File: src/rtl/lle_pkg.sv
// ============================================================================
// lle_pkg
// Shared constants for the linked list engine: default sizes, field widths,
// command codes and status codes.
// ============================================================================
package lle_pkg;

    // Default pool size and stored value width
    localparam int CAPACITY_DEF    = 64;
    localparam int VALUE_WIDTH_DEF = 32;

    // Fixed field widths of the transaction ports
    localparam int MODE_W     = 2;
    localparam int IN_VALUE_W = 32;
    localparam int STATUS_W   = 2;
    localparam int COUNT_W    = 7;

    // Command codes
    localparam logic [MODE_W-1:0] MODE_INS_HEAD = 2'd0;
    localparam logic [MODE_W-1:0] MODE_INS_TAIL = 2'd1;
    localparam logic [MODE_W-1:0] MODE_REMOVE   = 2'd2;

    // Status codes
    localparam logic [STATUS_W-1:0] ST_INSERTED  = 2'd0;
    localparam logic [STATUS_W-1:0] ST_FULL      = 2'd1;
    localparam logic [STATUS_W-1:0] ST_REMOVED   = 2'd2;
    localparam logic [STATUS_W-1:0] ST_NOT_FOUND = 2'd3;

endpackage

File: src/rtl/lle_ram.sv
// ============================================================================
// lle_ram
// Generic simple dual-port RAM: one write port, one read port, read data
// registered.
// ============================================================================
module lle_ram #(
    parameter int WIDTH = 32,
    parameter int DEPTH = 64
) (
    input  logic                     i_clk,
    input  logic                     i_we,
    input  logic [$clog2(DEPTH)-1:0] i_waddr,
    input  logic [WIDTH-1:0]         i_wdata,
    input  logic [$clog2(DEPTH)-1:0] i_raddr,
    output logic [WIDTH-1:0]         o_rdata
);

    logic [WIDTH-1:0] r_mem [DEPTH];
    logic [WIDTH-1:0] r_rdata;

    always_ff @(posedge i_clk) begin
        if (i_we) begin
            r_mem[i_waddr] <= i_wdata;
        end
        r_rdata <= r_mem[i_raddr];
    end

    assign o_rdata = r_rdata;

endmodule

File: src/rtl/linked_list_engine.sv
// ============================================================================
// linked_list_engine
// Singly linked list of values in a fixed node pool. Commands insert at the
// head, insert at the tail, or remove the first node holding a value.
// ============================================================================
// Sequence: insert writes the new node, and at the tail of a non-empty list
//   then links it behind the old tail; pool full or empty-list remove go
//   straight to the result; remove walks up to the matching node or the end.
// Throughput: one transaction at a time; the remove walk reads one node per
//   cycle from the value and link memories, so it is the longest transaction.
// Reset: synchronous, active low; the list comes up empty with the whole
//   pool available and needs no clearing pass.
// ============================================================================
module linked_list_engine
    import lle_pkg::*;
#(
    parameter int CAPACITY    = CAPACITY_DEF,
    parameter int VALUE_WIDTH = VALUE_WIDTH_DEF
) (
    input  logic                         i_clk,
    input  logic                         i_rst_n,
    // command channel
    input  logic                         i_in_valid,
    output logic                         o_in_stall,
    input  logic        [MODE_W-1:0]     i_mode,
    input  logic signed [IN_VALUE_W-1:0] i_value,
    // result channel
    output logic                         o_out_valid,
    input  logic                         i_out_stall,
    output logic        [STATUS_W-1:0]   o_status,
    output logic        [COUNT_W-1:0]    o_count
);

    // Index width addresses the pool; pointer width also holds the null marker
    localparam int IW = $clog2(CAPACITY);
    localparam int PW = $clog2(CAPACITY + 1);
    localparam int CW = $clog2(CAPACITY + 1);
    localparam logic [PW-1:0] NIL = PW'(CAPACITY);

    typedef enum logic [2:0] {
        S_IDLE,   // wait for a command
        S_INS,    // write the new node, pop the free list when reusing a node
        S_LINK,   // hook the new node behind the old tail
        S_WALK,   // compare one node per cycle
        S_FREE,   // push the removed node onto the free list
        S_EMIT    // hand the result to the output register
    } t_state;

    t_state                  r_state;
    logic [MODE_W-1:0]       r_mode;
    logic [VALUE_WIDTH-1:0]  r_key;
    logic [IW-1:0]           r_node;
    logic                    r_from_free;
    logic [IW-1:0]           r_cur;
    logic [PW-1:0]           r_prev;
    logic [PW-1:0]           r_head;
    logic [PW-1:0]           r_tail;
    logic [PW-1:0]           r_free_head;
    logic [PW-1:0]           r_fresh;
    logic [CW-1:0]           r_count;
    logic [STATUS_W-1:0]     r_res_status;
    logic                    r_out_valid;
    logic [STATUS_W-1:0]     r_out_status;
    logic [COUNT_W-1:0]      r_out_count;

    logic [VALUE_WIDTH-1:0]  w_key;
    logic [COUNT_W-1:0]      w_count_out;
    logic                    w_accept;
    logic                    w_match;

    // memory ports
    logic                    w_val_we;
    logic [IW-1:0]           w_val_waddr;
    logic [IW-1:0]           w_val_raddr;
    logic [VALUE_WIDTH-1:0]  w_val_rdata;
    logic                    w_lnk_we;
    logic [IW-1:0]           w_lnk_waddr;
    logic [PW-1:0]           w_lnk_wdata;
    logic [IW-1:0]           w_lnk_raddr;
    logic [PW-1:0]           w_lnk_rdata;

    // Stored key: low bits of the command value, zero above the 32 input bits
    generate
        if (VALUE_WIDTH <= IN_VALUE_W) begin : g_key_trunc
            assign w_key = i_value[VALUE_WIDTH-1:0];
        end else begin : g_key_ext
            assign w_key = {{(VALUE_WIDTH - IN_VALUE_W){1'b0}}, i_value};
        end
        // Result count field keeps the low bits of the node count
        if (CW >= COUNT_W) begin : g_cnt_trunc
            assign w_count_out = r_count[COUNT_W-1:0];
        end else begin : g_cnt_ext
            assign w_count_out = {{(COUNT_W - CW){1'b0}}, r_count};
        end
    endgenerate

    assign w_accept = (r_state == S_IDLE) && i_in_valid;
    assign w_match  = (w_val_rdata == r_key);

    // ------------------------------------------------------------------
    // Memory addressing. Reads are issued in the cycle before the data is used:
    //   idle  - free-list head (insert) or list head (remove)
    //   walk  - the successor just read, so the next node lands next cycle
    // ------------------------------------------------------------------
    always_comb begin
        w_val_raddr = r_cur;
        w_lnk_raddr = r_cur;
        case (r_state)
            S_IDLE: begin
                w_val_raddr = r_head[IW-1:0];
                w_lnk_raddr = (i_mode == MODE_REMOVE) ? r_head[IW-1:0]
                                                      : r_free_head[IW-1:0];
            end
            S_WALK: begin
                w_val_raddr = w_lnk_rdata[IW-1:0];
                w_lnk_raddr = w_lnk_rdata[IW-1:0];
            end
            default: begin
            end
        endcase
    end

    // Writes: value only when a node is filled; links at most once a cycle
    always_comb begin
        w_val_we    = (r_state == S_INS);
        w_val_waddr = r_node;
        w_lnk_we    = 1'b0;
        w_lnk_waddr = r_node;
        w_lnk_wdata = NIL;
        case (r_state)
            S_INS: begin
                // new node ends the list unless it goes in front of a head
                w_lnk_we    = 1'b1;
                w_lnk_waddr = r_node;
                w_lnk_wdata = (r_head == NIL || r_mode == MODE_INS_TAIL) ? NIL : r_head;
            end
            S_LINK: begin
                w_lnk_we    = 1'b1;
                w_lnk_waddr = r_prev[IW-1:0];
                w_lnk_wdata = PW'(r_node);
            end
            S_WALK: begin
                // unlink a matching middle or tail node from its predecessor
                w_lnk_we    = w_match && (r_prev != NIL);
                w_lnk_waddr = r_prev[IW-1:0];
                w_lnk_wdata = w_lnk_rdata;
            end
            S_FREE: begin
                w_lnk_we    = 1'b1;
                w_lnk_waddr = r_cur;
                w_lnk_wdata = r_free_head;
            end
            default: begin
            end
        endcase
    end

    lle_ram #(
        .WIDTH (VALUE_WIDTH),
        .DEPTH (CAPACITY)
    ) u_val_ram (
        .i_clk   (i_clk),
        .i_we    (w_val_we),
        .i_waddr (w_val_waddr),
        .i_wdata (r_key),
        .i_raddr (w_val_raddr),
        .o_rdata (w_val_rdata)
    );

    lle_ram #(
        .WIDTH (PW),
        .DEPTH (CAPACITY)
    ) u_lnk_ram (
        .i_clk   (i_clk),
        .i_we    (w_lnk_we),
        .i_waddr (w_lnk_waddr),
        .i_wdata (w_lnk_wdata),
        .i_raddr (w_lnk_raddr),
        .o_rdata (w_lnk_rdata)
    );

    // ------------------------------------------------------------------
    // Control sequencer, list registers and output register
    // ------------------------------------------------------------------
    always_ff @(posedge i_clk) begin
        if (!i_rst_n) begin
            r_state     <= S_IDLE;
            r_head      <= NIL;
            r_tail      <= NIL;
            r_free_head <= NIL;
            r_fresh     <= '0;
            r_count     <= '0;
            r_out_valid <= 1'b0;
        end else begin
            // drain the output register once the consumer takes it, unless
            // the next result lands in the same cycle
            if (r_out_valid && !i_out_stall && r_state != S_EMIT) begin
                r_out_valid <= 1'b0;
            end

            case (r_state)
                S_IDLE: begin
                    if (w_accept) begin
                        r_mode <= i_mode;
                        r_key  <= w_key;
                        case (i_mode) inside
                            MODE_INS_HEAD, MODE_INS_TAIL: begin
                                if (r_free_head != NIL) begin
                                    // reuse a released node
                                    r_node      <= r_free_head[IW-1:0];
                                    r_from_free <= 1'b1;
                                    r_state     <= S_INS;
                                end else if (r_fresh != NIL) begin
                                    // hand out a never-used node
                                    r_node      <= r_fresh[IW-1:0];
                                    r_from_free <= 1'b0;
                                    r_fresh     <= r_fresh + PW'(1);
                                    r_state     <= S_INS;
                                end else begin
                                    r_res_status <= ST_FULL;
                                    r_state      <= S_EMIT;
                                end
                            end
                            MODE_REMOVE: begin
                                if (r_head == NIL) begin
                                    r_res_status <= ST_NOT_FOUND;
                                    r_state      <= S_EMIT;
                                end else begin
                                    r_cur   <= r_head[IW-1:0];
                                    r_prev  <= NIL;
                                    r_state <= S_WALK;
                                end
                            end
                            default: begin
                                // unused command: no change
                                r_res_status <= ST_NOT_FOUND;
                                r_state      <= S_EMIT;
                            end
                        endcase
                    end
                end

                S_INS: begin
                    // link read issued at accept returns the free-list successor
                    if (r_from_free) begin
                        r_free_head <= w_lnk_rdata;
                    end
                    r_count      <= r_count + CW'(1);
                    r_res_status <= ST_INSERTED;
                    r_state      <= S_EMIT;
                    if (r_head == NIL) begin
                        r_head <= PW'(r_node);
                        r_tail <= PW'(r_node);
                    end else if (r_mode == MODE_INS_TAIL) begin
                        r_prev  <= r_tail;
                        r_tail  <= PW'(r_node);
                        r_state <= S_LINK;
                    end else begin
                        r_head <= PW'(r_node);
                    end
                end

                S_LINK: begin
                    r_state <= S_EMIT;
                end

                S_WALK: begin
                    if (w_match) begin
                        if (r_prev == NIL) begin
                            r_head <= w_lnk_rdata;
                        end
                        if (w_lnk_rdata == NIL) begin
                            r_tail <= r_prev;
                        end
                        if (r_count != '0) begin
                            r_count <= r_count - CW'(1);
                        end
                        r_res_status <= ST_REMOVED;
                        r_state      <= S_FREE;
                    end else if (w_lnk_rdata == NIL) begin
                        r_res_status <= ST_NOT_FOUND;
                        r_state      <= S_EMIT;
                    end else begin
                        // advance to the successor
                        r_prev <= PW'(r_cur);
                        r_cur  <= w_lnk_rdata[IW-1:0];
                    end
                end

                S_FREE: begin
                    r_free_head <= PW'(r_cur);
                    r_state     <= S_EMIT;
                end

                S_EMIT: begin
                    // hold until the output register is free or draining
                    if (!r_out_valid || !i_out_stall) begin
                        r_out_valid  <= 1'b1;
                        r_out_status <= r_res_status;
                        r_out_count  <= w_count_out;
                        r_state      <= S_IDLE;
                    end
                end

                default: begin
                    r_state <= S_IDLE;
                end
            endcase
        end
    end

    assign o_in_stall  = (r_state != S_IDLE);
    assign o_out_valid = r_out_valid;
    assign o_status    = r_out_status;
    assign o_count     = r_out_count;

endmodule
File: config.mk
export PLATFORM = sky130hd
export DESIGN_NAME = linked_list_engine
export DESIGN_NICKNAME = d
export VERILOG_FILES = /design/src/rtl/lle_pkg.sv /design/src/rtl/lle_ram.sv /design/src/rtl/linked_list_engine.sv
export SDC_FILE = /design/constraint.sdc
export NUM_CORES = 2
export LEC_CHECK = 0
export BUFFER_PORTS_ARGS = -buffer_cell sky130_fd_sc_hd__buf_2
export CORE_UTILIZATION = 58
export CTS_CLUSTER_DIAMETER = 120
export DETAILED_ROUTE_END_ITERATION = 8
export HOLD_SLACK_MARGIN = 0.08
export PLACE_DENSITY = 0.74
export SETUP_SLACK_MARGIN = 0.05
export SLEW_MARGIN = 20
export SYNTH_ARGS = -nofsm -noshare
export SYNTH_HDL_FRONTEND = slang
export SYNTH_HIERARCHICAL = 1
export SYNTH_SLANG_ARGS = --single-unit
File: constraint.sdc
create_clock -name i_clk -period 12.3 [get_ports i_clk]
set_clock_uncertainty 0.15 [all_clocks]
set_input_delay 2.46 -clock i_clk [delete_from_list [all_inputs] [get_ports i_clk]]
set_output_delay 2.46 -clock i_clk [all_outputs]
set_load 0.01 [all_outputs]
Word level (Yosys, flattened, before mapping)
Memories as Yosys holds them, arrays and structs flattened. A register that Yosys moved wholly into a read port is not among the register bits.
Index checks and enable logic that the tools add are counted.
- flip-flop bits (word level): 104
- bits in writable memories: 2496
- word-level logic and storage cells: 160
- memories kept: 2
- memory list (memory ; words ; width ; read ports ; clocked after Yosys merged registers in ; write ports ; line ; RTL):
    u_val_ram.r_mem ; 64 ; 32 ; 1 ; 1 ; 1 ; lle_ram.sv:18 ; logic [WIDTH-1:0] r_mem [DEPTH];
    u_lnk_ram.r_mem ; 64 ; 7 ; 1 ; 1 ; 1 ; lle_ram.sv:18 ;
- $add $sub $neg: 3
- eq/ne operators: 36
- muxes and demuxes: 69
- bitwise gates (word level): 1
- reduce and logical (&&, ||, !) cells: 33
- operator list (cell ; count):
    7-bit two-way mux ; 20
    7-bit one-hot mux with 2 select lines ; 4
    6-bit two-way mux ; 9
    6-bit one-hot mux with 2 select lines ; 4
    3-bit two-way mux ; 11
    32-bit == test ; 1
    7-bit one-hot mux with 4 select lines ; 1
    2-bit inequality test (second input constant) ; 13
    7-bit == test (second input constant) ; 3
    7-bit inequality test (second input constant) ; 3
    7-bit one-hot mux with 3 select lines ; 1
    3-bit inequality test (second input constant) ; 6
    2-bit two-way mux ; 8
    3-bit one-hot mux with 5 select lines ; 1
    7-bit by 1-bit adder with 7-bit output (second input constant) ; 2
    3-bit AND reduction ; 4
    10-bit AND reduction ; 1
    5-bit AND reduction ; 2
    1-bit two-way mux ; 8
    4-bit AND reduction ; 2
    8-bit AND reduction ; 1
    2-bit nonzero test ; 4
    7-bit AND reduction ; 1
    7-bit nonzero test ; 1
    other kinds (20) ; 31

Longest topological paths before layout
- depth in word-level cells: 6
- mapped depth: 17
- mapped depth without buffers: 10

Hierarchy
Netlist, hierarchy kept.
- modules (own cells, without submodules) (module ; instances ; cells an instance ; area an instance (um2)):
    lle_ram (u_val_ram) ; 1 ; 3324 ; 78515.3
    lle_ram (u_lnk_ram) ; 1 ; 837 ; 17673.2
    linked_list_engine ; 1 ; 526 ; 5537.8

Least setup slack after synthesis
Ideal clock, no wire load.
- path kind: input to register
- start: input port i_rst_n
- end: register r_from_free, enable pin
- arrival: 4.856 ns
- required time: 11.823 ns
- path slack: 6.966 ns
- stages on the path: 5
- path through: clkbuf_1 inv_1 clkbuf_1 nor2_1 and2_1
- word-level cells in the longest chain between the ends: 1
- ends and longest elaborated chain (item ; line ; RTL):
    start: declaration ; linked_list_engine.sv:21 ; input logic i_rst_n,
    5-bit AND reduction (no line) ; n/a ;
    end signal: assignment ; linked_list_engine.sv:211 ; r_from_free <= 1'b1;
    end signal: assignment ; linked_list_engine.sv:216 ; r_from_free <= 1'b0;
    end: declaration ; linked_list_engine.sv:53 ; logic r_from_free;
No other way between the ends.
A chain may end at the register's enable or synchronous reset.

Worst setup path after layout
- start: register r_state[2]
- end: register u_val_ram.r_rdata[10], in the netlist u_val_ram/o_rdata[10] (read register of u_val_ram.r_mem)
- word-level cells in the longest chain between the ends: 2
- elaborated cells on any way between the ends: 3
- ends and longest elaborated chain (item ; line ; RTL):
    start: declaration ; linked_list_engine.sv:49 ; t_state r_state;
    start signal: assignment ; linked_list_engine.sv:187 ; r_state <= S_IDLE;
    start signal: assignment ; linked_list_engine.sv:212 ; r_state <= S_INS;
    start signal: assignment ; linked_list_engine.sv:218 ; r_state <= S_INS;
    3-bit by 2-bit == test with 1-bit output / 3-bit logical NOT (equally long branches) ; linked_list_engine.sv:108 ; case (r_state)
    6-bit one-hot mux with 2 select lines * ; linked_list_engine.sv:108 ;
    named net w_val_raddr[0] ; linked_list_engine.sv:74 ; logic [IW-1:0] w_val_raddr;
    end: declaration ; lle_ram.sv:19 ; logic [WIDTH-1:0] r_rdata;
Mark *: on every way through the listed nets, which the timed path passes. The rest lies on a longest branch.

==> flow_metrics.py <==
metrics = {
    "global_routing": {
        "gr-total-overflow": 0,
        "grt_max_degree": 117,
        "grt_pass1_wl_microns": 366000,
        "grt_pass1_vias": 50900,
        "antenna_found_initial": 10,
        "grt_usage_pct": 29.7,
    },
    "sta": {
        "setup_tns_ns": 0,
        "period_share_pct": 54.1,
        "period_minus_slack_ns": 6.66,
        "final.setup.worst_slack_ns": 5.64,
        "hold_viol_final": 0,
        "drv_slew": 0,
        "final-setup-viol-count": 0,
        "worstMarginPinSlew_ns": 1.31,
        "max_slew_margin_pct": 12.6,
        "rsz0062_at_grt": "false",
        "fmax_ghz": 0.150,
    },
    "synth": {
        "syn_nets": 4733,
        "avgSynthCellArea_sq_um": 21.7,
        "yosysSeqAreaShare_pct": 77.1,
        "yosysWarningCount": 6,
        "synth_edf_count": 2561,
        "synth_top_area_share_pct": 75.6,
        "ys_types": 79,
        "syn_inst": 4687,
        "postSynth.asyncResetShare_pct": 0,
        "synth_area_leaders": "edfxtp_1 (76%), mux4_2 (15%), dfxtp_1 (1.5%)",
        "ys_dominant_reg_cell": "edfxtp_1",
        "netlist_area_sq_mm": 0.102,
        "synth-seq-cells": 2639,
        "synth_top_area_cell": "edfxtp_1",
    },
    "clocking": {
        "clock-sinks": 2639,
        "cts_hold_buf": 0,
        "cts_max_path_buffers": 4,
        "cts_tree": "built",
        "path_clk_slew_ns": 0.06,
        "clock_latency_ns": 0.94,
        "htree_num_levels": 5,
        "cts_resized": 0,
        "cts_buffers": 278,
        "cts-root-buf": "clkbuf_16",
        "post_cts_buffers": 0,
    },
    "critical_path": {
        "cp-end-kind": "register",
        "crit_fanout": 96,
        "reg2reg_depth": 13,
        "critical_path_class": "register to register",
        "ff2ff_setup_slack_ns": 5.64,
        "cp-start-kind": "register",
        "r2r_end": "u_val_ram/o_rdata[10]",
        "cp_data_arrival_time_ns": 7.29,
        "r2r-start": "r_state[2]",
        "worstPathRequired_ns": 12.93,
    },
    "min_path": {
        "hp-class": "register to register",
        "hold_depth": 0,
        "holdCritStartpoint": "r_res_status[1]",
        "min_to": "o_status[1]",
    },
    "placed_design": {
        "portBuffers": 48,
        "hpwl_microns": 139000,
        "place_ws_ns": 5.84,
        "dpl-instance-area_sq_mm": 0.106,
        "routabilityCongestion": 0.932,
    },
    "floorplan": {
        "fp.dieArea_sq_mm": 0.177,
        "die_y_microns": 421,
        "rows": 153,
        "coreArea_sq_mm": 0.174,
        "io_pins": 49,
        "dieWidth_microns": 421,
        "start_util_pct": 58.5,
    },
    "route": {
        "drt_iter0_drc": 7741,
        "wl_met3_microns": 31500,
        "vias": 51100,
        "drc_errors": 0,
        "wirelength_microns": 260000,
        "highest_layer": "met5",
        "drtAntennaViolNets": 0,
        "first_pass_iters": 6,
        "routedWlPerCell_microns": 34.9,
        "wl_met1_microns": 92900,
        "via_per_inst": 6.87,
        "route.met2.wl_microns": 122000,
    },
    "flow_run": {
        "max_cap_viol_count": 0,
    },
    "layout": {
        "seq_area_sq_mm": 0.0785,
        "multiInputGateArea_sq_mm": 0.0226,
        "final_util_pct": 65.4,
        "synthToLayoutAreaGrowth_pct": 11.9,
        "final_design_area_no_fill_sq_mm": 0.114,
        "drive_above_1_share_pct": 26.4,
        "num-fill-cells": 10800,
        "nets": 4971,
    },
    "outcome": {
        "status": "complete, no violations",
    },
    "power_and_ir_drop": {
        "p_leak_uw": 0.0351,
        "p_total_uw": 28000,
        "p_per_area_mw_per_mm2": 246,
        "ir_drop_uv": 268,
    },
}
sequential cells by signal (all words and copies together), names as in the netlist, 3 cells and up:
signal / flops
r_fresh: 7
r_tail: 7
o_count: 7
r_prev: 7
r_state: 3
r_free_head: 7
r_cur: 6
r_node: 6
r_head: 7
u_val_ram/o_rdata: 32
r_key: 32
u_val_ram/r_mem: 2048
r_count: 7
u_lnk_ram/r_mem: 448
u_lnk_ram/o_rdata: 7
critical path: stages (launching register included):
cell and delay, ns:
dfxtp_1 0.75, nand2b_4 0.31, nor2_2 0.05, buf_4 0.22, nor2_1 0.30, a21oi_1 0.22, nand2_4 0.64, buf_12 0.64
buf_4 0.76, nand3b_1 0.63, o221ai_1 0.47, a21oi_1 0.20, a21oi_1 0.82, nor2_1 0.12
power by group:
part,switching [uW],total [uW],internal [uW]
combinational,5650,9490,3850
clock,3290,7790,4500
sequential,236,10700,10500
total,9180,28000,18800
cell type report:
cell class	instances	area share, %
flip-flops and latches	2639	68.9
clock buffers	348	6.51
clock inverters	117	0.761
diodes	3	0.00659
repair buffers	211	1.37
multi-input cells	1776	19.8
well taps	2325	2.55
inverters	19	0.0648
worst max-delay path by stage:
stage                           from               endpoint  slack, ns
after floorplan              i_rst_n            r_from_free       6.97
after global placement     i_mode[0]   u_lnk_ram/o_rdata[0]       5.90
after detailed placement  r_state[2]  u_val_ram/o_rdata[10]       5.84
after CTS                 r_state[2]  u_val_ram/o_rdata[29]       5.78
after global routing      r_state[2]   u_val_ram/o_rdata[2]       5.36
final                     r_state[2]  u_val_ram/o_rdata[10]       5.64
layout by cell type, fill, tap and decap left out, types with 63 or more instances in the layout:
cell type	netlist	final
a21oi_1	94	94
nor2_1	257	194
dfxtp_1	78	78
mux2i_1	141	141
mux4_2	656	656
o22ai_1	109	109
edfxtp_1	2561	2561
buf_4	27	156
nand2_1	82	78
nor2_4	0	63
clkbuf_16	0	285
kinds of logic (layout without fill, tap and decap cells):
| group | Yosys count | count (layout) | synth area share, % |
|---|---|---|---|
| flops | 2639 | 2639 | 77.1 |
| mux | 805 | 805 | 16.0 |
| simple gates | 538 | 538 | 2.56 |
| compound gates | 383 | 383 | 2.55 |
| buf+inv | 272 | 695 | 1.29 |
| xor+xnor | 42 | 42 | 0.362 |
| fa+ha+maj | 8 | 8 | 0.106 |
| other cells | 0 | 3 | 0 |
synth_stat cells (all sizes together) (14+ instances only):
master  instances
nand2b         15
edfxtp       2561
o22ai         109
nand3b         14
clkbuf        113
buf           140
and2           20
nand4          18
mux4          656
dfxtp          78
a21oi          96
a22oi          20
nor2          258
o21ai          31
mux2i         141
nand2          82
o221ai         34
nor3           27
xnor2          37
inv            19
nand3          19
nor2b          18
metal layers:
layer	vias to the layer above	global-route usage [%]
li1	20200	-
met1	26800	40.4
met2	3486	45.5
met3	642	7.96
met4	6	13.6
met5	-	0
through the flow:
| stage | hold slack [ns] | instances |
|---|---|---|
| floorplan | 0.250 | 4687 |
| global placement | 0.317 | 6969 |
| detailed placement | 0.285 | 6970 |
| CTS | 0.309 | 7435 |
| global route | 0.330 | 7435 |
| finish | 0.313 | 7438 |
Power figures use the tool's default switching activity.
